$ cat src/design/assert_macros.svh
// Assertion macros shared by the design files.
`ifndef ASSERT_MACROS_SVH
`define ASSERT_MACROS_SVH

// Same-cycle implication, switched off while reset is asserted.
`define HRSE_ASSERT_SAME(lbl, clk, rst_n, ante, cons, msg) \
    lbl: assert property (@(posedge clk) disable iff (!rst_n) (ante) |-> (cons)) \
        else $error(msg);

// Next-cycle implication, switched off while reset is asserted.
`define HRSE_ASSERT_NEXT(lbl, clk, rst_n, ante, cons, msg) \
    lbl: assert property (@(posedge clk) disable iff (!rst_n) (ante) |=> (cons)) \
        else $error(msg);

`endif

$ cat src/design/hrse_pkg.sv
package hrse_pkg;

    // Number of key slots carried by one boot report.
    localparam int INPUT_KEYS = 6;
    // Modifier groups that produce a scancode: Ctrl, left Shift, right Shift, Alt.
    localparam int MOD_GROUPS = 4;

    localparam logic [3:0] LEN_MIN = 4'd3;
    localparam logic [3:0] LEN_MAX = 4'd8;

    localparam logic [7:0] BRK        = 8'h80;
    localparam logic [7:0] SC_CTRL    = 8'h1d;
    localparam logic [7:0] SC_SHIFT_L = 8'h2a;
    localparam logic [7:0] SC_SHIFT_R = 8'h36;
    localparam logic [7:0] SC_ALT     = 8'h38;
    localparam logic [7:0] SC_HOME    = 8'h47;
    localparam logic [7:0] SC_UP      = 8'h48;
    localparam logic [7:0] SC_DOWN    = 8'h50;

    localparam logic [7:0] MASK_CTRL    = 8'h11;
    localparam logic [7:0] MASK_SHIFT_L = 8'h02;
    localparam logic [7:0] MASK_SHIFT_R = 8'h20;
    localparam logic [7:0] MASK_ALT     = 8'h44;

    localparam logic [1:0] GRP_CTRL    = 2'd0;
    localparam logic [1:0] GRP_SHIFT_L = 2'd1;
    localparam logic [1:0] GRP_SHIFT_R = 2'd2;

    localparam logic [7:0] USAGE_CAPS = 8'h39;
    localparam logic [7:0] USAGE_END  = 8'h4d;
    localparam logic [7:0] USAGE_PGUP = 8'h4b;
    localparam logic [7:0] USAGE_PGDN = 8'h4e;
    localparam logic [7:0] USAGE_LO   = 8'h04;
    localparam logic [7:0] USAGE_HI   = 8'h64;

    localparam int MAP_DEPTH = 97;

    // Usage 0x04 to 0x64 to scancode; zero marks an unmapped usage.
    localparam logic [7:0] USAGE_MAP [MAP_DEPTH] = '{
        8'h1e, 8'h30, 8'h2e, 8'h20, 8'h12, 8'h21, 8'h22, 8'h23,
        8'h17, 8'h24, 8'h25, 8'h26, 8'h32, 8'h31, 8'h18, 8'h19,
        8'h10, 8'h13, 8'h1f, 8'h14, 8'h16, 8'h2f, 8'h11, 8'h2d,
        8'h15, 8'h2c, 8'h02, 8'h03, 8'h04, 8'h05, 8'h06, 8'h07,
        8'h08, 8'h09, 8'h0a, 8'h0b, 8'h1c, 8'h01, 8'h0e, 8'h0f,
        8'h39, 8'h0c, 8'h0d, 8'h1a, 8'h1b, 8'h2b, 8'h2b, 8'h27,
        8'h28, 8'h29, 8'h33, 8'h34, 8'h35, 8'h3a, 8'h3b, 8'h3c,
        8'h3d, 8'h3e, 8'h3f, 8'h40, 8'h41, 8'h42, 8'h43, 8'h44,
        8'h62, 8'h61, 8'h63, 8'h00, 8'h64, 8'h52, 8'h47, 8'h00,
        8'h53, 8'h00, 8'h00, 8'h4d, 8'h4b, 8'h50, 8'h48, 8'h00,
        8'h65, 8'h66, 8'h4a, 8'h4e, 8'h72, 8'h6d, 8'h6e, 8'h6f,
        8'h6a, 8'h6b, 8'h6c, 8'h67, 8'h68, 8'h69, 8'h70, 8'h71,
        8'h60
    };

    typedef enum logic [2:0] {
        ST_IDLE,
        ST_MOD_BRK,
        ST_MOD_MAKE,
        ST_KEY_BRK,
        ST_KEY_MAKE,
        ST_FINISH
    } t_ctrl_state;

    typedef struct packed {
        logic        load;
        logic        step;
        t_ctrl_state phase;
        logic        sub;
    } t_dp_cmd;

    typedef struct packed {
        logic out_free;
        logic rpt_ok;
        logic key_ext;
    } t_dp_sts;

    function automatic logic [7:0] map_usage(input logic [7:0] u);
        logic [7:0] sc;
        if (u < USAGE_LO || u > USAGE_HI) begin
            sc = 8'h00;
        end else begin
            sc = USAGE_MAP[7'(u - USAGE_LO)];
        end
        return sc;
    endfunction

    function automatic logic [7:0] ext_scan(input logic [7:0] u);
        logic [7:0] sc;
        case (u)
            USAGE_END:  sc = SC_HOME;
            USAGE_PGUP: sc = SC_UP;
            default:    sc = SC_DOWN;
        endcase
        return sc;
    endfunction

    function automatic logic [7:0] mod_mask(input logic [1:0] g);
        logic [7:0] m;
        case (g)
            GRP_CTRL:    m = MASK_CTRL;
            GRP_SHIFT_L: m = MASK_SHIFT_L;
            GRP_SHIFT_R: m = MASK_SHIFT_R;
            default:     m = MASK_ALT;
        endcase
        return m;
    endfunction

    function automatic logic [7:0] mod_scan(input logic [1:0] g);
        logic [7:0] sc;
        case (g)
            GRP_CTRL:    sc = SC_CTRL;
            GRP_SHIFT_L: sc = SC_SHIFT_L;
            GRP_SHIFT_R: sc = SC_SHIFT_R;
            default:     sc = SC_ALT;
        endcase
        return sc;
    endfunction

endpackage

$ cat src/design/hrse_if.sv
// Report request channel.
interface hrse_req_if;
    logic       valid;
    logic       ready;
    logic       transfer_ok;
    logic [3:0] report_length;
    logic [7:0] modifier_bits;
    logic [7:0] key_0;
    logic [7:0] key_1;
    logic [7:0] key_2;
    logic [7:0] key_3;
    logic [7:0] key_4;
    logic [7:0] key_5;

    modport source (
        output valid, transfer_ok, report_length, modifier_bits,
        output key_0, key_1, key_2, key_3, key_4, key_5,
        input  ready
    );
    modport sink (
        input  valid, transfer_ok, report_length, modifier_bits,
        input  key_0, key_1, key_2, key_3, key_4, key_5,
        output ready
    );
endinterface

// Scancode event channel.
interface hrse_evt_if;
    logic       valid;
    logic       ready;
    logic [7:0] scancode;
    logic       scancode_valid;
    logic       caps_led_on;
    logic       led_changed;
    logic       last;

    modport source (
        output valid, scancode, scancode_valid, caps_led_on, led_changed, last,
        input  ready
    );
    modport sink (
        input  valid, scancode, scancode_valid, caps_led_on, led_changed, last,
        output ready
    );
endinterface

$ cat src/design/hrse_ctrl.sv
`include "assert_macros.svh"

module hrse_ctrl #(
    parameter  int KEY_SLOTS = 6,
    localparam int IDX_W     = (KEY_SLOTS > 1) ? $clog2(KEY_SLOTS) : 1,
    localparam int CNT_W     = (IDX_W > 2) ? IDX_W : 2
) (
    input  logic               i_clk,
    input  logic               i_rst_n,
    input  logic               i_req_valid,
    output logic               o_req_ready,
    input  hrse_pkg::t_dp_sts  i_sts,
    output hrse_pkg::t_dp_cmd  o_cmd,
    output logic [CNT_W-1:0]   o_idx
);

    localparam logic [CNT_W-1:0] MOD_LAST  = CNT_W'(hrse_pkg::MOD_GROUPS - 1);
    localparam logic [CNT_W-1:0] SLOT_LAST = CNT_W'(KEY_SLOTS - 1);

    hrse_pkg::t_ctrl_state r_state;
    hrse_pkg::t_ctrl_state n_state;
    logic [CNT_W-1:0]      r_idx;
    logic [CNT_W-1:0]      n_idx;
    logic                  r_sub;
    logic                  n_sub;
    logic                  w_step;

    assign w_step = i_sts.out_free;

    // Next state.
    always_comb begin
        n_state = r_state;
        n_idx   = r_idx;
        n_sub   = r_sub;
        case (r_state)
            hrse_pkg::ST_IDLE: begin
                if (i_req_valid && i_sts.rpt_ok) begin
                    n_state = hrse_pkg::ST_MOD_BRK;
                    n_idx   = '0;
                    n_sub   = 1'b0;
                end
            end
            hrse_pkg::ST_MOD_BRK: begin
                if (w_step) begin
                    if (r_idx == MOD_LAST) begin
                        n_state = hrse_pkg::ST_MOD_MAKE;
                        n_idx   = '0;
                    end else begin
                        n_idx = r_idx + CNT_W'(1);
                    end
                end
            end
            hrse_pkg::ST_MOD_MAKE: begin
                if (w_step) begin
                    if (r_idx == MOD_LAST) begin
                        n_state = hrse_pkg::ST_KEY_BRK;
                        n_idx   = '0;
                    end else begin
                        n_idx = r_idx + CNT_W'(1);
                    end
                end
            end
            hrse_pkg::ST_KEY_BRK: begin
                if (w_step) begin
                    if (i_sts.key_ext && !r_sub) begin
                        n_sub = 1'b1;
                    end else begin
                        n_sub = 1'b0;
                        if (r_idx == SLOT_LAST) begin
                            n_state = hrse_pkg::ST_KEY_MAKE;
                            n_idx   = '0;
                        end else begin
                            n_idx = r_idx + CNT_W'(1);
                        end
                    end
                end
            end
            hrse_pkg::ST_KEY_MAKE: begin
                if (w_step) begin
                    if (i_sts.key_ext && !r_sub) begin
                        n_sub = 1'b1;
                    end else begin
                        n_sub = 1'b0;
                        if (r_idx == SLOT_LAST) begin
                            n_state = hrse_pkg::ST_FINISH;
                            n_idx   = '0;
                        end else begin
                            n_idx = r_idx + CNT_W'(1);
                        end
                    end
                end
            end
            hrse_pkg::ST_FINISH: begin
                if (w_step) begin
                    n_state = hrse_pkg::ST_IDLE;
                end
            end
            default: begin
                n_state = hrse_pkg::ST_IDLE;
                n_idx   = '0;
                n_sub   = 1'b0;
            end
        endcase
    end

    // Outputs.
    always_comb begin
        o_req_ready = (r_state == hrse_pkg::ST_IDLE);
        o_cmd.load  = (r_state == hrse_pkg::ST_IDLE) && i_req_valid && i_sts.rpt_ok;
        o_cmd.step  = (r_state != hrse_pkg::ST_IDLE) && w_step;
        o_cmd.phase = r_state;
        o_cmd.sub   = r_sub;
        o_idx       = r_idx;
    end

    always_ff @(posedge i_clk) begin
        if (!i_rst_n) begin
            r_state <= hrse_pkg::ST_IDLE;
            r_idx   <= '0;
            r_sub   <= 1'b0;
        end else begin
            r_state <= n_state;
            r_idx   <= n_idx;
            r_sub   <= n_sub;
        end
    end

    `HRSE_ASSERT_NEXT(a_drop_stays_idle, i_clk, i_rst_n,
        i_req_valid && o_req_ready && !i_sts.rpt_ok, r_state == hrse_pkg::ST_IDLE,
        "dropped report started a sequence")
    `HRSE_ASSERT_SAME(a_sub_in_key_phase, i_clk, i_rst_n, r_sub,
        r_state == hrse_pkg::ST_KEY_BRK || r_state == hrse_pkg::ST_KEY_MAKE,
        "second half of an extended key outside a key phase")

endmodule

$ cat src/design/hrse_dp.sv
`include "assert_macros.svh"

module hrse_dp #(
    parameter  int KEY_SLOTS = 6,
    localparam int IDX_W     = (KEY_SLOTS > 1) ? $clog2(KEY_SLOTS) : 1,
    localparam int CNT_W     = (IDX_W > 2) ? IDX_W : 2
) (
    input  logic              i_clk,
    input  logic              i_rst_n,
    input  logic              i_transfer_ok,
    input  logic [3:0]        i_report_length,
    input  logic [7:0]        i_modifier_bits,
    input  logic [7:0]        i_keys [hrse_pkg::INPUT_KEYS],
    input  hrse_pkg::t_dp_cmd i_cmd,
    input  logic [CNT_W-1:0]  i_idx,
    output hrse_pkg::t_dp_sts o_sts,
    input  logic              i_out_ready,
    output logic              o_out_valid,
    output logic [7:0]        o_scancode,
    output logic              o_scancode_valid,
    output logic              o_caps_led_on,
    output logic              o_led_changed,
    output logic              o_last
);

    // Report being worked on and the previous accepted report.
    logic [7:0] r_mods;
    logic [7:0] r_cur [KEY_SLOTS];
    logic [7:0] r_prev_mods;
    logic [7:0] r_prev_keys [KEY_SLOTS];
    logic       r_caps;
    logic       n_caps;

    // Item held back until it is known whether another one follows.
    logic       r_hold_vld;
    logic       n_hold_vld;
    logic [7:0] r_hold_sc;
    logic       r_hold_led;
    logic       r_hold_chg;

    logic       r_out_vld;
    logic       n_out_vld;
    logic [7:0] r_out_sc;
    logic       r_out_scv;
    logic       r_out_led;
    logic       r_out_chg;
    logic       r_out_last;

    logic [7:0]       w_cur [KEY_SLOTS];
    logic [IDX_W-1:0] w_slot;
    logic [1:0]       w_grp;
    logic [7:0]       w_key;
    logic [7:0]       w_map;
    logic [7:0]       w_mod_diff;
    logic             w_brk_phase;
    logic             w_in_cur;
    logic             w_in_prev;
    logic             w_active;
    logic             w_ext;
    logic             w_emit;
    logic [7:0]       w_sc;
    logic             w_chg;
    logic             w_toggle;
    logic             w_finish;
    logic             w_emit_step;
    logic             w_out_load;

    // Slots beyond the report length, or beyond the report itself, read as zero.
    for (genvar s = 0; s < KEY_SLOTS; s++) begin : g_cur
        if (s < hrse_pkg::INPUT_KEYS) begin : g_in
            assign w_cur[s] = (i_report_length > 4'(s + 2)) ? i_keys[s] : 8'h00;
        end else begin : g_zero
            assign w_cur[s] = 8'h00;
        end
    end

    assign w_slot      = i_idx[IDX_W-1:0];
    assign w_grp       = i_idx[1:0];
    assign w_brk_phase = (i_cmd.phase == hrse_pkg::ST_MOD_BRK)
                      || (i_cmd.phase == hrse_pkg::ST_KEY_BRK);
    assign w_key       = (i_cmd.phase == hrse_pkg::ST_KEY_BRK) ? r_prev_keys[w_slot]
                                                               : r_cur[w_slot];
    assign w_map       = hrse_pkg::map_usage(w_key);
    assign w_ext       = w_key inside {hrse_pkg::USAGE_END, hrse_pkg::USAGE_PGUP,
                                       hrse_pkg::USAGE_PGDN};
    assign w_mod_diff  = (i_cmd.phase == hrse_pkg::ST_MOD_BRK) ? (r_prev_mods & ~r_mods)
                                                               : (r_mods & ~r_prev_mods);

    // A released key must be absent from the new report, a pressed key from the old one.
    always_comb begin
        w_in_cur  = 1'b0;
        w_in_prev = 1'b0;
        for (int j = 0; j < KEY_SLOTS; j++) begin
            w_in_cur  = w_in_cur  | (r_cur[j] == w_key);
            w_in_prev = w_in_prev | (r_prev_keys[j] == w_key);
        end
    end

    assign w_active = (w_key != 8'h00)
                   && !((i_cmd.phase == hrse_pkg::ST_KEY_BRK) ? w_in_cur : w_in_prev);

    always_comb begin
        w_emit   = 1'b0;
        w_sc     = 8'h00;
        w_chg    = 1'b0;
        w_toggle = 1'b0;
        case (i_cmd.phase)
            hrse_pkg::ST_MOD_BRK, hrse_pkg::ST_MOD_MAKE: begin
                w_emit = |(w_mod_diff & hrse_pkg::mod_mask(w_grp));
                w_sc   = hrse_pkg::mod_scan(w_grp) | (w_brk_phase ? hrse_pkg::BRK : 8'h00);
            end
            hrse_pkg::ST_KEY_BRK: begin
                if (w_active) begin
                    if (w_ext) begin
                        w_emit = 1'b1;
                        w_sc   = (i_cmd.sub ? hrse_pkg::SC_SHIFT_L : hrse_pkg::ext_scan(w_key))
                               | hrse_pkg::BRK;
                    end else begin
                        w_emit = (w_map != 8'h00);
                        w_sc   = w_map | hrse_pkg::BRK;
                    end
                end
            end
            hrse_pkg::ST_KEY_MAKE: begin
                if (w_active) begin
                    w_toggle = (w_key == hrse_pkg::USAGE_CAPS);
                    if (w_ext) begin
                        w_emit = 1'b1;
                        w_sc   = i_cmd.sub ? hrse_pkg::ext_scan(w_key) : hrse_pkg::SC_SHIFT_L;
                    end else begin
                        w_emit = (w_map != 8'h00);
                        w_sc   = w_map;
                        w_chg  = w_toggle;
                    end
                end
            end
            default: begin
                w_emit = 1'b0;
            end
        endcase
    end

    assign w_finish    = i_cmd.step && (i_cmd.phase == hrse_pkg::ST_FINISH);
    assign w_emit_step = i_cmd.step && w_emit;
    assign w_out_load  = w_finish || (w_emit_step && r_hold_vld);

    always_comb begin
        n_out_vld  = w_out_load ? 1'b1 : (r_out_vld && !i_out_ready);
        n_hold_vld = w_finish ? 1'b0 : (w_emit_step ? 1'b1 : r_hold_vld);
        n_caps     = (i_cmd.step && w_toggle) ? ~r_caps : r_caps;
    end

    assign o_sts.out_free = !r_out_vld || i_out_ready;
    assign o_sts.rpt_ok   = i_transfer_ok
                         && (i_report_length inside {[hrse_pkg::LEN_MIN:hrse_pkg::LEN_MAX]});
    assign o_sts.key_ext  = w_active && w_ext;

    always_ff @(posedge i_clk) begin
        if (!i_rst_n) begin
            r_out_vld   <= 1'b0;
            r_hold_vld  <= 1'b0;
            r_caps      <= 1'b0;
            r_prev_mods <= 8'h00;
            for (int j = 0; j < KEY_SLOTS; j++) begin
                r_prev_keys[j] <= 8'h00;
            end
        end else begin
            r_out_vld  <= n_out_vld;
            r_hold_vld <= n_hold_vld;
            r_caps     <= n_caps;
            if (w_finish) begin
                r_prev_mods <= r_mods;
                r_prev_keys <= r_cur;
            end
        end
    end

    always_ff @(posedge i_clk) begin
        if (i_cmd.load) begin
            r_mods <= i_modifier_bits;
            r_cur  <= w_cur;
        end
        if (w_emit_step) begin
            r_hold_sc  <= w_sc;
            r_hold_led <= r_caps ^ w_toggle;
            r_hold_chg <= w_chg;
        end
        if (w_out_load) begin
            if (w_finish && !r_hold_vld) begin
                r_out_sc  <= 8'h00;
                r_out_scv <= 1'b0;
                r_out_led <= r_caps;
                r_out_chg <= 1'b0;
            end else begin
                r_out_sc  <= r_hold_sc;
                r_out_scv <= 1'b1;
                r_out_led <= r_hold_led;
                r_out_chg <= r_hold_chg;
            end
            r_out_last <= w_finish;
        end
    end

    assign o_out_valid      = r_out_vld;
    assign o_scancode       = r_out_sc;
    assign o_scancode_valid = r_out_scv;
    assign o_caps_led_on    = r_out_led;
    assign o_led_changed    = r_out_chg;
    assign o_last           = r_out_last;

    `HRSE_ASSERT_NEXT(a_caps_only_on_press, i_clk, i_rst_n,
        !(i_cmd.step && i_cmd.phase == hrse_pkg::ST_KEY_MAKE), $stable(r_caps),
        "Caps Lock LED changed outside a key press step")
    `HRSE_ASSERT_SAME(a_marker_is_last, i_clk, i_rst_n, r_out_vld && !r_out_scv, r_out_last,
        "marker item not flagged as last")

endmodule

$ cat src/design/hid_report_to_scancode_events.sv
// Boot keyboard report to scancode events. Each request on i_req is one boot keyboard
// report; it is compared with the previous accepted report and the differences leave on
// o_evt as make and break scancodes, in this order: released modifiers, pressed
// modifiers, released keys, pressed keys. End, PageUp and PageDown are sent as shifted
// Home, Up and Down, and every new Caps Lock press toggles the LED bit that travels with
// each event. A report with a failed transfer or a length outside 3 to 8 is taken and
// dropped without touching the stored state. A report that changes nothing visible yields
// one marker event with scancode_valid low. The last event of a report has last set. A
// sequencer walks the report one step per cycle while the output register is free: four
// modifier groups for releases and four for presses, KEY_SLOTS release slots, KEY_SLOTS
// press slots, one extra step for every changed End, PageUp or PageDown, and a closing
// step. Each step needs the single output register to be free, so back-pressure on o_evt
// stretches the sequence. A new report is taken as soon as the previous one has closed,
// even while its last event still waits in the output register. At most 32 events come
// from one report.
module hid_report_to_scancode_events #(
    parameter int KEY_SLOTS = 6
) (
    input  logic          i_clk,
    input  logic          i_rst_n,
    hrse_req_if.sink      i_req,
    hrse_evt_if.source    o_evt
);

    localparam int IDX_W = (KEY_SLOTS > 1) ? $clog2(KEY_SLOTS) : 1;
    localparam int CNT_W = (IDX_W > 2) ? IDX_W : 2;

    hrse_pkg::t_dp_cmd w_cmd;
    hrse_pkg::t_dp_sts w_sts;
    logic [CNT_W-1:0]  w_idx;
    logic              w_ready;
    logic [7:0]        w_keys [hrse_pkg::INPUT_KEYS];

    // Key slots of the request as an array for the datapath.
    assign w_keys[0] = i_req.key_0;
    assign w_keys[1] = i_req.key_1;
    assign w_keys[2] = i_req.key_2;
    assign w_keys[3] = i_req.key_3;
    assign w_keys[4] = i_req.key_4;
    assign w_keys[5] = i_req.key_5;

    assign i_req.ready = w_ready;

    // The controller decides which step runs; the datapath holds the reports, compares
    // them, and owns the held-back event and the output register.
    hrse_ctrl #(
        .KEY_SLOTS (KEY_SLOTS)
    ) u_ctrl (
        .i_clk       (i_clk),
        .i_rst_n     (i_rst_n),
        .i_req_valid (i_req.valid),
        .o_req_ready (w_ready),
        .i_sts       (w_sts),
        .o_cmd       (w_cmd),
        .o_idx       (w_idx)
    );

    hrse_dp #(
        .KEY_SLOTS (KEY_SLOTS)
    ) u_dp (
        .i_clk            (i_clk),
        .i_rst_n          (i_rst_n),
        .i_transfer_ok    (i_req.transfer_ok),
        .i_report_length  (i_req.report_length),
        .i_modifier_bits  (i_req.modifier_bits),
        .i_keys           (w_keys),
        .i_cmd            (w_cmd),
        .i_idx            (w_idx),
        .o_sts            (w_sts),
        .i_out_ready      (o_evt.ready),
        .o_out_valid      (o_evt.valid),
        .o_scancode       (o_evt.scancode),
        .o_scancode_valid (o_evt.scancode_valid),
        .o_caps_led_on    (o_evt.caps_led_on),
        .o_led_changed    (o_evt.led_changed),
        .o_last           (o_evt.last)
    );

endmodule

$ cat src/flat_wrapper.sv
// flat-port wrapper written by rule: the top's interface ports become plain ports
module hid_report_to_scancode_events_flat 
#(
    parameter int KEY_SLOTS = 6
)
  (i_clk, i_rst_n, i_req_valid, i_req_transfer_ok, i_req_report_length, i_req_modifier_bits, i_req_key_0, i_req_key_1, i_req_key_2, i_req_key_3, i_req_key_4, i_req_key_5, i_req_ready, o_evt_valid, o_evt_scancode, o_evt_scancode_valid, o_evt_caps_led_on, o_evt_led_changed, o_evt_last, o_evt_ready);
  hrse_req_if i_req_i ();
  hrse_evt_if o_evt_i ();
  input  logic i_clk;
  input  logic i_rst_n;
  input wire logic [$bits(i_req_i.valid)-1:0] i_req_valid;
  input wire logic [$bits(i_req_i.transfer_ok)-1:0] i_req_transfer_ok;
  input wire logic [$bits(i_req_i.report_length)-1:0] i_req_report_length;
  input wire logic [$bits(i_req_i.modifier_bits)-1:0] i_req_modifier_bits;
  input wire logic [$bits(i_req_i.key_0)-1:0] i_req_key_0;
  input wire logic [$bits(i_req_i.key_1)-1:0] i_req_key_1;
  input wire logic [$bits(i_req_i.key_2)-1:0] i_req_key_2;
  input wire logic [$bits(i_req_i.key_3)-1:0] i_req_key_3;
  input wire logic [$bits(i_req_i.key_4)-1:0] i_req_key_4;
  input wire logic [$bits(i_req_i.key_5)-1:0] i_req_key_5;
  output wire logic [$bits(i_req_i.ready)-1:0] i_req_ready;
  output wire logic [$bits(o_evt_i.valid)-1:0] o_evt_valid;
  output wire logic [$bits(o_evt_i.scancode)-1:0] o_evt_scancode;
  output wire logic [$bits(o_evt_i.scancode_valid)-1:0] o_evt_scancode_valid;
  output wire logic [$bits(o_evt_i.caps_led_on)-1:0] o_evt_caps_led_on;
  output wire logic [$bits(o_evt_i.led_changed)-1:0] o_evt_led_changed;
  output wire logic [$bits(o_evt_i.last)-1:0] o_evt_last;
  input wire logic [$bits(o_evt_i.ready)-1:0] o_evt_ready;
  assign i_req_i.valid = i_req_valid;
  assign i_req_i.transfer_ok = i_req_transfer_ok;
  assign i_req_i.report_length = i_req_report_length;
  assign i_req_i.modifier_bits = i_req_modifier_bits;
  assign i_req_i.key_0 = i_req_key_0;
  assign i_req_i.key_1 = i_req_key_1;
  assign i_req_i.key_2 = i_req_key_2;
  assign i_req_i.key_3 = i_req_key_3;
  assign i_req_i.key_4 = i_req_key_4;
  assign i_req_i.key_5 = i_req_key_5;
  assign i_req_ready = i_req_i.ready;
  assign o_evt_valid = o_evt_i.valid;
  assign o_evt_scancode = o_evt_i.scancode;
  assign o_evt_scancode_valid = o_evt_i.scancode_valid;
  assign o_evt_caps_led_on = o_evt_i.caps_led_on;
  assign o_evt_led_changed = o_evt_i.led_changed;
  assign o_evt_last = o_evt_i.last;
  assign o_evt_i.ready = o_evt_ready;
  hid_report_to_scancode_events #(.KEY_SLOTS(KEY_SLOTS)) u_core (.i_clk(i_clk), .i_rst_n(i_rst_n), .i_req(i_req_i), .o_evt(o_evt_i));
endmodule
$ cat config.mk
export PLATFORM = sky130hd
export DESIGN_NAME = hid_report_to_scancode_events_flat
export DESIGN_NICKNAME = d
export VERILOG_FILES = /design/src/design/hrse_pkg.sv /design/src/design/hrse_if.sv /design/src/design/hrse_ctrl.sv /design/src/design/hrse_dp.sv /design/src/design/hid_report_to_scancode_events.sv /design/src/flat_wrapper.sv
export VERILOG_INCLUDE_DIRS = /design/src /design/src/design
export SDC_FILE = /design/constraint.sdc
export NUM_CORES = 1
export LEC_CHECK = 0
export ABC_CLOCK_PERIOD_IN_PS = 5200
export BUFFER_PORTS_ARGS = -buffer_cell sky130_fd_sc_hd__buf_2
export CORE_MARGIN = 2
export CORE_UTILIZATION = 45
export CTS_CLUSTER_SIZE = 20
export DETAILED_ROUTE_END_ITERATION = 6
export PLACE_DENSITY = 0.75
export SYNTH_ARGS = -nofsm -noshare
export SYNTH_HDL_FRONTEND = slang
export SYNTH_SLANG_ARGS = --single-unit
$ cat constraint.sdc
create_clock -name i_clk -period 5.2 [get_ports i_clk]
set_input_delay 1.04 -clock i_clk [delete_from_list [all_inputs] [get_ports i_clk]]
set_output_delay 1.04 -clock i_clk [all_outputs]
set_load 0.01 [all_outputs]
# Word level (Yosys, flattened, before mapping)
# Memories as Yosys holds them, arrays and structs flattened.
# Index checks and enable logic that the tools add are counted.
classes:
  n_bitwise: 25
  mux: 57
  eq_ne: 40
  mul: 0
  div: 0
  magnitude_cmp: 12
  n_addsub: 2
  n_reduce_logical: 39
  n_shift: 0
ops:
  columns: ["op", "n"]
  rows:
  - ["2-to-1 mux 8 bit", 16]
  - ["== test 8 bit", 12]
  - ["2-to-1 mux 3 bit", 18]
  - ["binary-select mux 8 bit (select 3 bit)", 2]
  - ["AND 8 bit", 3]
  - ["== test 8 x 7 -> 1 bit (second input constant)", 3]
  - ["!= test 2 bit (second input constant)", 12]
  - ["one-hot mux 8 bit (3 select lines)", 1]
  - ["one-hot mux 7 bit (3 select lines)", 1]
  - ["one-hot mux 3 bit (6 select lines)", 1]
  - ["one-hot mux 6 bit (3 select lines)", 1]
  - ["greater-than comparator 4 x 3 -> 1 bit (second input constant)", 4]
  - ["NOT 8 bit", 2]
  - ["nonzero test 8 bit", 2]
  - ["logical AND 1 bit", 15]
  - ["2-to-1 mux 7 bit", 2]
  - ["one-hot mux 3 bit (4 select lines)", 1]
  - ["AND reduction 12 bit", 1]
  - ["2-to-1 mux 1 bit", 11]
  - ["bitwise OR 1 bit", 10]
  - ["one-hot mux 5 bit (2 select lines)", 1]
  - ["== test 3 x 2 -> 1 bit (second input constant)", 3]
  - ["== test 3 bit (second input constant)", 3]
  - ["== test 8 x 6 -> 1 bit (second input constant)", 1]
  - ["other kinds (30)", 49]
word_totals:
  ff_bits: 144
  latch_bits: 0
  word_cells: 204
  mem_count: 1
  mem_bits_rw: 0
  input_bits: 65
  romBits: 1024
memory_table:
  columns: ["memory", "depth", "width", "read_ports", "rd_clocked_by_memory_dff", "wr", "line_no", "rtl"]
  rows:
  - ["(name not given)", 128, 8, 1, 0, 0, "hrse_pkg.sv:82", "sc = USAGE_MAP[7'(u - USAGE_LO)];"]

# Longest topological paths before layout
# Gate-level depths: netlist of the first run.
logic_depth:
  word_depth: 20
  ltp_mapped: 20

# Modules after synthesis
# A second synthesis of the first run with hierarchy kept.
unflattened:
  hier_cells: 953
  hier_area_um2: 9100.0
by_module_without_submodules:
  columns: ["mod", "cells_each", "seq_area_each_um2", "area_per_inst_um2", "instances"]
  rows:
  - ["hrse_dp", 877, 3423.3, 8509.4, 1]
  - ["hrse_ctrl", 76, 140.1, 590.6, 1]

# Least setup slack after synthesis of the first run
# OpenSTA, ideal clock, no wires.
synth_timing:
  path_type: "register -> register"
  start: "reg u_core.u_ctrl.r_idx[0], in the netlist u_core.u_ctrl.o_idx[0]"
  end: "reg u_core.u_dp.r_out_led, in the netlist u_core.u_dp.o_caps_led_on (enable)"
  synth_period_minus_slack_ps: 5567
  required_ps: 4854
  path_stages_with_launch: 18
  path_slack_ps: -367
  arrival_time_ps: 5221
  n_path_buf: 4
  setup_time_ps: 346
  cell_sequence: "dfxtp_1 buf_6 buf_6 buf_2 mux4_2 and2_1 a211oi_2 buf_2 ha_1 inv_1 mux2_2 mux4_2 nor4b_1 a311o_1 or4b_1 or4_4 a21oi_4 o21ai_1"
synth_between:
  elab_chain_len: 19
  word_cells_on_any_way: 61
  classes_between: "add/sub: 1; order compare: 2; eq/ne: 17; mux: 16; bitwise: 13; reduce/logical: 11; memory: 1"
synth_rtl:
  columns: ["element", "line_no", "rtl"]
  rows:
  - ["start, declared", "hrse_ctrl.sv:22", "logic [CNT_W-1:0] r_idx;"]
  - ["start signal, assigned", "hrse_ctrl.sv:123", "r_idx <= n_idx;"]
  - ["branches (longest 15 deep; another with memory read (128 x 8 bit))", null, null]
  - ["one-hot mux 1 bit (2 select lines) (*)", "hrse_dp.sv:107", "case (i_cmd.phase)"]
  - ["logical AND 1 bit (*)", "hrse_dp.sv:144", "assign w_emit_step = i_cmd.step && w_emit;"]
  - ["logical AND 1 bit (*)", "hrse_dp.sv:145", "assign w_out_load = w_finish || (w_emit_step && r_hold_vld);"]
  - ["logical OR 1 bit (*)", "hrse_dp.sv:145", null]
  - ["via u_core.u_dp.w_out_load", "hrse_dp.sv:66", "logic w_out_load;"]
  - ["end signal, assigned", "hrse_dp.sv:192", "r_out_led <= r_caps;"]
  - ["end signal, assigned", "hrse_dp.sv:197", "r_out_led <= r_hold_led;"]
  - ["end, declared", "hrse_dp.sv:45", "logic r_out_led;"]
# Mark *: on every way through the listed nets, which the timed path passes. The select of a mux whose other input is x is not followed.
# A chain may end at the register's enable or synchronous reset.

# Final worst setup path of the first run
layout_timing:
  start: "reg u_core.u_ctrl.r_idx[1], in the netlist u_core.u_ctrl.o_idx[1]"
  end: "reg u_core.u_dp.r_out_led, in the netlist u_core.u_dp.o_caps_led_on (enable)"
# Same word-level chain as after synthesis.

==> results of run 1 <==
## per-stage QoR
step,hold slack (ns),std cells,area (µm²),setup WS [ns]
3_5_place_dp,0.467,1277,9840,0.229
2_1_floorplan,0.446,961,9090,0.0115
3_3_place_gp,0.453,1277,9840,0.252
4_1_cts,0.476,1309,10400,0.201
5_1_grt,0.499,1311,10500,-0.00590
6_report,0.473,1311,10500,0.176
## cell usage in the layout (no fill, tap or decap), types with 11 or more instances in the layout
cell type  instances
a211oi_1          13
a21oi_1           81
and2_1            14
buf_2             76
buf_4             38
clkbuf_16         17
dfxtp_1           64
edfxtp_1          76
ha_1              27
inv_1             23
mux2i_1           28
mux4_2            21
nand2_1          160
nand3_1           18
nor2_1            29
nor2b_1           51
nor3_1            11
nor4_1            22
o21ai_0           25
xnor2_1           58
xor2_1            43
## worst max-delay path: cells and delay by family, from the launching register on
kind | cells | cell delay, ns
and+or+nand+nor | 4 | 1.47
AOI/OAI and AO/OA | 5 | 1.01
muxes | 2 | 0.74
buffers and inverters | 3 | 0.66
DFF | 1 | 0.60
adders and majority gates | 1 | 0.26
## worst max path at each step
stage / slack [ns] / end / start / depth (start not counted)
after floorplan: 0.01 / u_core.u_dp.o_caps_led_on / u_core.u_ctrl.o_idx[0] / 15
after global placement: 0.25 / u_core.u_dp.o_caps_led_on / u_core.u_ctrl.o_idx[0] / 14
after detailed placement: 0.23 / u_core.u_dp.o_caps_led_on / u_core.u_ctrl.o_idx[0] / 14
after CTS: 0.20 / u_core.u_dp.o_caps_led_on / u_core.u_ctrl.o_idx[0] / 14
after global routing: -0.006 / u_core.u_dp.o_caps_led_on / u_core.u_ctrl.r_state[2] / 14
final: 0.18 / u_core.u_dp.o_caps_led_on / u_core.u_ctrl.o_idx[1] / 15
## area by class of cell
class	count	area [µm²]	share of cell area [%]
Clock buffer	18	429	4.11
Timing Repair Buffer	116	706	6.75
Tap cell	265	332	3.17
Clock inverter	14	165	1.58
Sequential cell	140	3560	34.1
Multi-Input combinational cell	733	5160	49.4
Inverter	25	93.8	0.898
## kinds of logic (layout without fill, tap and decap cells)
group	count (synthesis)	count (layout)	share of synthesized area [%]
mux	58	58	9.42
flops	140	140	39.3
buf+inv	88	173	4.14
compound gates	198	198	14.5
simple gates	348	348	19.1
fa+ha+maj	27	27	3.72
xor+xnor	102	102	9.85
## flip-flops by register name, indices dropped and copies added, names as in the netlist, 3 cells and up
signal	count
u_core.u_ctrl.o_idx	3
u_core.u_ctrl.r_state	3
u_core.u_dp.o_scancode	8
u_core.u_dp.r_cur	48
u_core.u_dp.r_hold_sc	8
u_core.u_dp.r_mods	6
u_core.u_dp.r_prev_keys	48
u_core.u_dp.r_prev_mods	6
## where the power goes
group	internal, mW	switching, mW	total, mW
logic	1.41	2.05	3.46
clock network	0.754	0.469	1.22
registers	1.22	0.0508	1.28
## layer usage
layer / routed length [µm] / up-vias / share of wire (%)
met1: 10400 / 3581 / 45
met5: 0 / - / 0
li1: - / 3582 / -
met4: 736 / 0 / 3.2
met3: 1400 / 61 / 6.0
met2: 10700 / 341 / 46
==> flow_summary_export.csv, run 1 <==
group,metric,value,unit
route,antenna_left,0,
global_route,use_met3,4.23,%
global_route,grt_busiest_layer,"met2",
power,finalPower,5.96,mW
synthesis,ys_ff_latch,140,
global_route,gr-usage-met1,29.4,%
power,powerDensity,570,nW/µm²
placement,gp_congestion,0.958,
outcome,outcome,"finished, final reports clean",
synthesis,yosys_warnings,0,
setup_path,timing_worst_setup_path_type,"reg -> reg",
clocking,root_buffer,"clkbuf_16",
sta,slew_headroom,19.0,%
synthesis,synth_seq_area_share,39.3,%
synthesis,synth.distinct_cells,75,
finish,fin_nets,1125,
sta,fin_crit,5.02,ns
min_path,min-delay-start,"u_core.u_dp.r_prev_mods[5]",
die,num_rows,51,
synthesis,synth-main-ff-cell,"edfxtp_1",
setup_path,r2r_setup_slack,0.18,ns
route,wl,23200,µm
sta,hold_viol,0,
setup_path,max_stage_delay,0.60,ns
setup_path,rr_worst_depth,15,
clocking,clkTransAtPathRegs,0.06,ns
die,initial_core_util,46.2,%
sta,setup_viol,0,
setup_path,crit_fanout,14,
clocking,cts.htree.levels,4,
setup_path,start_kind,"flop",
die,die_w,146,µm
sta,worstMarginPinSlew,1.22,ns
synthesis,synth_common_cells,"nand2_1 (160), a21oi_1 (81), edfxtp_1 (76), dfxtp_1 (64), xnor2_1 (59)",
global_route,use_met2,34.6,%
die,ios,79,
min_path,hp-class,"reg -> reg",
clocking,cts-buffers-inserted,17,
job,drv_cap,0,
finish,n_fill_cell,1801,
setup_path,cp.required,5.31,ns
setup_path,worstReg2RegEnd,"u_core.u_dp.o_caps_led_on",
min_path,min_path_cells,2,
clocking,postCtsHoldBufs,0,
route,first_pass_iters,5,
die,die-area,21300,µm²
placement,post-dp-hpwl,16600,µm
route,wl_per_cell,17.7,µm
global_route,track_usage,21.8,%
clocking,worstSkewPairLatency,0.42,ns
min_path,hold_end,"u_core.u_dp.r_prev_mods[5]",
finish,post-route-util,53.2,%
setup_path,crit_arrival,5.14,ns
die,chipHeight,146,µm
sta,fmax,199,MHz
placement,portBuffers,76,
global_route,grt_pass1_wl,37500,µm
synthesis,synth_largest_area_cell,"edfxtp_1",
global_route,antenna_found_initial,0,
sta,skew,0.0106,ns
synthesis,yosys-top-cells-area,"edfxtp_1 (25%), dfxtp_1 (14%), nand2_1 (6.6%)",
synthesis,async_reset_ff_share,0,%
power,irDropWorstVdd,0.409,mV
synthesis,syn_nets,1053,
sta,rsz0062_at_grt,"yes",
clocking,clock_sinks,140,
synthesis,synth.most_common_cell,"nand2_1",
route,dr_total_vias,7565,
finish,antenna_cells,0,
clocking,tritoncts,"done",
synthesis,syn_area_per_cell,9.44,µm²
setup_path,cp_cell_sequence,"buf_4, inv_1, nand2_1, o21ai_2, a21oi_4, ha_1, inv_1, mux2_2, mux4_2, nor4b_1, a311o_1, or4b_1, or4_4, a21oi_4, o21ai_2",
setup_path,crit-reg2reg-launch,"u_core.u_ctrl.o_idx[1]",
sta,min_period_over_period,96.6,%
synthesis,synth_edf_count,76,
sta,slew_viol_final,0,
route,drcViolationCount,0,
synthesis,yosysTopAreaCellShare,25.2,%
power,p_leak,3.80,nW
finish,syn_to_final_growth,15.2,%
setup_path,crit_slowest_cell,"dfxtp_1",
global_route,grt-ovfl-total,0,
die,core-area,19700,µm²
clocking,cts_setup_buffers,0,
synthesis,netlist_area,9070,µm²
setup_path,crit_path_end_kind,"flop",
route,drt_iter0_markers,833,
global_route,grt_pass1_vias,7179,
finish,layout-drive-gt1-share,19.0,%
synthesis,synthCells,961,
route,viasPerCell,5.77,
clocking,cts_resized,0,
global_route,grt_max_degree,65,
clocking,cts_buffer_depth,2,
sta,fin_setup_tns,0,ns
(Power assumes the default switching activity.)
==> inputs of run 2 (changes only) <==
--- a/config.mk
+++ b/config.mk
@@ -8,11 +8,12 @@
 export LEC_CHECK = 0
 export ABC_CLOCK_PERIOD_IN_PS = 5200
 export BUFFER_PORTS_ARGS = -buffer_cell sky130_fd_sc_hd__buf_2
-export CORE_MARGIN = 2
 export CORE_UTILIZATION = 45
+export CTS_CLUSTER_DIAMETER = 150
 export CTS_CLUSTER_SIZE = 20
 export DETAILED_ROUTE_END_ITERATION = 6
 export PLACE_DENSITY = 0.75
+export SETUP_SLACK_MARGIN = 0.5
 export SYNTH_ARGS = -nofsm -noshare
 export SYNTH_HDL_FRONTEND = slang
 export SYNTH_SLANG_ARGS = --single-unit
==> run 2 against run 1 <==
Effect of this change: critical path depth stayed put; routed wire length is 1.2% higher; critical path type unchanged; die area is 2.7% lower; via count is 0.24% higher; register-to-register slack better by 0.35 ns; largest cell class unchanged; non-clock buffer count is 20 higher; global-route usage is 1.8 points higher; first-iteration DRC count is 7.6% lower.
==> flow_summary_export.csv, run 2 (synthesis gave the netlist of run 1 again) <==
group,metric,value,unit
die,chipHeight,144,µm
clocking,postCtsHoldBufs,0,
sta,slew_headroom,27.7,%
placement,dpl_cell_area,9870,µm²
sta,fin_crit,4.67,ns
power,p_leak,3.91,nW
min_path,min_path_cells,2,
clocking,clock_sinks,140,
route,first_pass_iters,5,
setup_path,rr_worst_depth,15,
setup_path,crit_fanout,12,
setup_path,r2r_setup_slack,0.53,ns
finish,syn_to_final_growth,18.4,%
sta,fin_setup_tns,0,ns
sta,min_period_over_period,89.8,%
die,core-area,19600,µm²
clocking,tritoncts,"done",
finish,final_common_cell,"nand2_1",
min_path,hold_end,"u_core.u_dp.r_prev_mods[1]",
die,die_w,144,µm
sta,worstMarginPinSlew,1.08,ns
global_route,grt_pass1_vias,7037,
clocking,cts.htree.levels,4,
setup_path,start_kind,"flop",
power,swShare,42.5,%
placement,post-dp-hpwl,16400,µm
route,wl,23400,µm
finish,n_fill_cell,1715,
clocking,root_buffer,"clkbuf_16",
finish,multi_input_area,5250,µm²
die,die-area,20700,µm²
power,p_switching,2.65,mW
min_path,hp-class,"reg -> reg",
die,ios,79,
route,drt_iter0_markers,770,
finish,seq_area,3570,µm²
placement,gp_congestion,0.939,
setup_path,cp.required,5.40,ns
finish,fin_nets,1145,
clocking,cts-buffers-inserted,17,
power,p_comb_share,59.6,%
min_path,min-delay-start,"u_core.u_dp.r_prev_mods[1]",
global_route,grt_pass1_wl,37300,µm
route,antenna_left,0,
route,drcViolationCount,0,
finish,final_cell_mix,"nand2_1 (160), a21oi_1 (81), buf_2 (76), edfxtp_1 (76), dfxtp_1 (62)",
power,power_frac_clock,19.9,%
route,dr_total_vias,7583,
global_route,grt_max_degree,65,
clocking,cts_buffer_depth,2,
power,intPower,3.58,mW
setup_path,timing_worst_setup_path_type,"reg -> reg",
sta,setup_viol,0,
die,num_rows,51,
setup_path,worstReg2RegEnd,"u_core.u_dp.o_scancode[1]",
sta,fmax,214,MHz
setup_path,crit_path_end_kind,"flop",
route,viasPerCell,5.70,
finish,design_area,10700,µm²
clocking,worstSkewPairLatency,0.43,ns
power,irDropWorstVdd,0.410,mV
setup_path,crit_arrival,4.87,ns
job,drv_cap,0,
finish,top_regs,"u_core.u_dp.r_cur (48), u_core.u_dp.r_prev_keys (48)",
power,power_frac_seq,20.6,%
setup_path,crit-reg2reg-launch,"u_core.u_ctrl.o_idx[0]",
global_route,antenna_found_initial,0,
finish,antenna_cells,0,
sta,slew_viol_final,0,
outcome,outcome,"finished, final reports clean",
route,wl_per_cell,17.6,µm
placement,portBuffers,76,
sta,hold_viol,0,
global_route,track_usage,23.6,%
finish,layout-drive-gt1-share,21.8,%
global_route,grt-ovfl-total,0,
die,initial_core_util,46.3,%
sta,skew,0.0182,ns
sta,rsz0062_at_grt,"yes",
power,powerDensity,580,nW/µm²
clocking,clkTransAtPathRegs,0.06,ns
-- run 2: layout make-up --
class / count / area share (%)
clock buffers: 20 / 4.06
clock inverters: 12 / 1.51
inverters: 25 / 0.897
multi-input cells: 733 / 48.9
flip-flops and latches: 140 / 33.2
well taps: 265 / 3.09
repair buffers: 136 / 8.32
-- run 2: worst max-delay path, stage by stage, from the launching register on --
cell and delay (ns):
dfxtp_4 0.43, buf_8 0.17, mux4_2 0.50, and2_4 0.16, a211oi_4 0.27, ha_4 0.19, inv_4 0.05, mux2_2 0.25
mux4_2 0.45, nor4b_1 0.16, a311o_1 0.34, or4b_1 0.51, or4_4 0.53, a21oi_4 0.21, o21ai_4 0.07, buf_12 0.15
-- run 2: what timing repair did --
action	CTS	global route
pin swaps	0	5
gates resized for setup	3	23
setup endpoints to repair	23	23
setup buffers	3	15
-- run 2: metal layers --
layer	global-route usage (%)	share of wire, %	vias to the layer above
met2	36.1	46	356
met1	31.9	44	3542
met5	0	0	-
met4	12.1	3.7	0
met3	4.34	6.8	66
li1	-	-	3619
-- run 2: stage by stage --
| stage | total power, mW | util (%) | hold slack (ns) | setup slack [ns] | cells |
|---|---|---|---|---|---|
| CTS | 5.98 | 53.6 | 0.472 | 0.487 | 1316 |
| floorplan | 3.85 | - | 0.446 | 0.279 | 961 |
| global placement | 4.70 | 50.4 | 0.454 | 0.339 | 1281 |
| finish | 6.23 | 54.8 | 0.473 | 0.530 | 1331 |
| detailed placement | 4.72 | 50.4 | 0.463 | 0.302 | 1281 |
| global route | 6.60 | 54.8 | 0.500 | 0.447 | 1331 |
-- run 2: worst max-delay path by stage --
stage	to	start	slack, ns	depth (start not counted)
final	u_core.u_dp.o_scancode[1]	u_core.u_ctrl.o_idx[0]	0.53	15
after global routing	u_core.u_dp.o_scancode[1]	u_core.u_ctrl.o_idx[0]	0.45	15
after CTS	u_core.u_dp.o_scancode[1]	u_core.u_ctrl.o_idx[0]	0.49	15
after detailed placement	u_core.u_dp.o_caps_led_on	u_core.u_ctrl.o_idx[0]	0.30	15
after global placement	u_core.u_dp.o_caps_led_on	u_core.u_ctrl.o_idx[0]	0.34	15
after floorplan	u_core.u_dp.o_caps_led_on	u_core.u_ctrl.o_idx[0]	0.28	17
-- run 2: power by group through the flow --
| stage | registers (mW) | clock network [mW] | logic [mW] |
|---|---|---|---|
| 2_1_floorplan | 1.27 | 0 | 2.58 |
| 3_3_place_gp | 1.30 | 0 | 3.40 |
| 3_5_place_dp | 1.30 | 0 | 3.42 |
| 4_1_cts | 1.28 | 1.26 | 3.45 |
| 5_1_grt | 1.29 | 1.30 | 4.01 |
| 6_report | 1.28 | 1.24 | 3.71 |
==> inputs of run 3 (changes only) <==
--- a/config.mk
+++ b/config.mk
@@ -9,6 +9,7 @@
 export ABC_CLOCK_PERIOD_IN_PS = 5200
 export BUFFER_PORTS_ARGS = -buffer_cell sky130_fd_sc_hd__buf_2
 export CORE_UTILIZATION = 45
+export CTS_BUF_LIST = sky130_fd_sc_hd__clkbuf_4 sky130_fd_sc_hd__clkbuf_8
 export CTS_CLUSTER_DIAMETER = 150
 export CTS_CLUSTER_SIZE = 20
 export DETAILED_ROUTE_END_ITERATION = 6
==> run 3 against run 2 <==
Effect of this change: die area unchanged; combinational power up 2%; sequential share of layout area up 0.50 points; critical path depth down 2; clock skew down 0.0065 ns; utilization down 0.82 points; setup slack worse by 0.079 ns; non-clock buffer count up 3; fmax down 1.7%; clock power down 25%; cell area down 1.5%; largest cell class unchanged.
==> flow_summary_export.csv, run 3 (synthesis gave the netlist of run 1 again) <==
group,metric,value,unit
setup_path,startpoint,"u_core.u_ctrl.o_idx[0]",
global_route,grt-ovfl-total,0,
job,drv_cap,0,
die,chipHeight,144,µm
power,power_frac_clock,15.6,%
sta,hold_viol,0,
finish,antenna_cells,0,
power,power_frac_seq,21.4,%
sta,rsz0062_at_grt,"yes",
clocking,tritoncts,"done",
global_route,grt_pass1_wl,36900,µm
global_route,gr-usage-met1,31.8,%
route,wl,23300,µm
finish,top_regs,"u_core.u_dp.r_cur (48), u_core.u_dp.r_prev_keys (48)",
sta,worstMarginPinSlew,1.06,ns
min_path,hp-class,"reg -> reg",
clocking,clkTransAtPathRegs,0.08,ns
setup_path,cp.required,5.43,ns
die,ios,79,
setup_path,r2r_setup_slack,0.45,ns
route,first_pass_iters,6,
clocking,clock_sinks,140,
clocking,worstSkewPairLatency,0.46,ns
route,wl_per_cell,17.5,µm
clocking,cts_buffer_depth,2,
clocking,cts.htree.levels,4,
placement,gp_congestion,0.939,
die,num_rows,51,
global_route,grt_pass1_vias,6972,
global_route,use_met3,4.07,%
clocking,cts-buffers-inserted,17,
sta,fin_crit,4.75,ns
setup_path,worstReg2RegEnd,"u_core.u_dp.o_scancode[1]",
global_route,use_met2,35.7,%
sta,skew,0.0117,ns
power,p_leak,3.86,nW
die,initial_core_util,46.3,%
setup_path,timing_worst_setup_path_type,"reg -> reg",
placement,pre_cts_ws,0.302,ns
global_route,antenna_found_initial,0,
finish,fin_nets,1148,
die,core-area,19600,µm²
global_route,grt_max_degree,65,
global_route,track_usage,23.2,%
sta,slew_headroom,29.3,%
setup_path,rr_worst_depth,13,
power,p_comb_share,63.0,%
route,viasPerCell,5.69,
setup_path,crit_fanout,12,
placement,post-dp-hpwl,16400,µm
power,p_switching,2.64,mW
die,die-area,20700,µm²
route,dr_total_vias,7596,
placement,portBuffers,76,
sta,min_period_over_period,91.3,%
finish,final_common_cell,"nand2_1",
global_route,grt_busiest_layer,"met2",
clocking,root_buffer,"clkbuf_8",
finish,syn_to_final_growth,16.6,%
finish,final_cell_mix,"nand2_1 (160), a21oi_1 (81), buf_2 (76), edfxtp_1 (76), dfxtp_1 (62)",
sta,slew_viol_final,0,
sta,fin_setup_tns,0,ns
outcome,outcome,"finished, final reports clean",
route,drcViolationCount,0,
sta,fmax,211,MHz
power,swShare,44.1,%
die,die_w,144,µm
route,drt_iter0_markers,874,
power,irDropWorstVdd,0.406,mV
finish,layout-drive-gt1-share,22.1,%
sta,setup_viol,0,
sta,worst_slack,0.452,ns
setup_path,setup.worst_path.end,"u_core.u_dp.o_scancode[1]",
setup_path,crit_path_end_kind,"flop",
setup_path,crit-reg2reg-launch,"u_core.u_ctrl.o_idx[0]",
power,intPower,3.34,mW
power,powerDensity,565,nW/µm²
setup_path,start_kind,"flop",
route,antenna_left,0,
setup_path,crit_arrival,4.98,ns
finish,n_fill_cell,1757,
## run 3: power groups by stage
stage	registers, mW	clock network, mW	logic (mW)
after global routing	1.28	0.997	4.04
final	1.28	0.933	3.77
after CTS	1.28	0.954	3.44
after global placement	1.30	0	3.40
after detailed placement	1.30	0	3.42
after floorplan	1.27	0	2.58
## run 3: critical path, cell delays in order, from the launching register on
cell and delay, ns:
dfxtp_4 0.41, buf_8 0.14, mux4_2 0.49, mux2_4 0.32
a22oi_4 0.36, mux2_4 0.34, mux4_2 0.45, nor4b_1 0.16
a311o_1 0.39, or4b_1 0.51, or4_4 0.53, a21oi_4 0.20
o21ai_4 0.07, buf_12 0.15
## run 3: per-layer routing
layer | wire length, µm | up-vias
li1 | - | 3639
met1 | 10200 | 3542
met2 | 10700 | 360
met3 | 1620 | 55
met4 | 788 | 0
met5 | 0 | -
## run 3: metrics by stage
step | std cells | hold slack [ns] | util, % | total power, mW | area, µm²
global placement | 1281 | 0.454 | 50.4 | 4.70 | 9870
global route | 1334 | 0.497 | 54.0 | 6.32 | 10600
CTS | 1316 | 0.476 | 52.7 | 5.68 | 10300
detailed placement | 1281 | 0.463 | 50.4 | 4.72 | 9870
floorplan | 961 | 0.446 | - | 3.85 | 9150
finish | 1334 | 0.479 | 54.0 | 5.98 | 10600
## run 3: how the worst min path moves through the flow
| stage | from | end | cells past startpoint |
|---|---|---|---|
| 4_1_cts | u_core.u_dp.r_prev_mods[1] | u_core.u_dp.r_prev_mods[1] | 2 |
| 2_1_floorplan | u_core.u_dp.r_prev_mods[1] | u_core.u_dp.r_prev_mods[1] | 2 |
| 6_report | u_core.u_dp.r_prev_mods[1] | u_core.u_dp.r_prev_mods[1] | 2 |
| 5_1_grt | u_core.u_dp.r_prev_mods[6] | u_core.u_dp.r_prev_mods[6] | 2 |
| 3_3_place_gp | u_core.u_dp.r_prev_mods[1] | u_core.u_dp.r_prev_mods[1] | 2 |
| 3_5_place_dp | u_core.u_dp.r_prev_mods[1] | u_core.u_dp.r_prev_mods[1] | 2 |
## run 3: repair_timing
action | CTS | global route
pin swaps | 0 | 7
cloned | 0 | 1
buffers inserted | 3 | 17
hold buffers | 0 | 0
resized for setup | 3 | 22
endpoints found under the setup margin | 23 | 23
## run 3: area by class of cell
type / count / area (µm²) / area share (%)
multi-input combinational: 733 / 5230 / 49.4
sequential: 140 / 3570 / 33.7
timing repair buffer: 139 / 930 / 8.78
tap: 265 / 332 / 3.13
clock buffer: 20 / 256 / 2.42
clock inverter: 12 / 163 / 1.54
inverter: 25 / 101 / 0.958
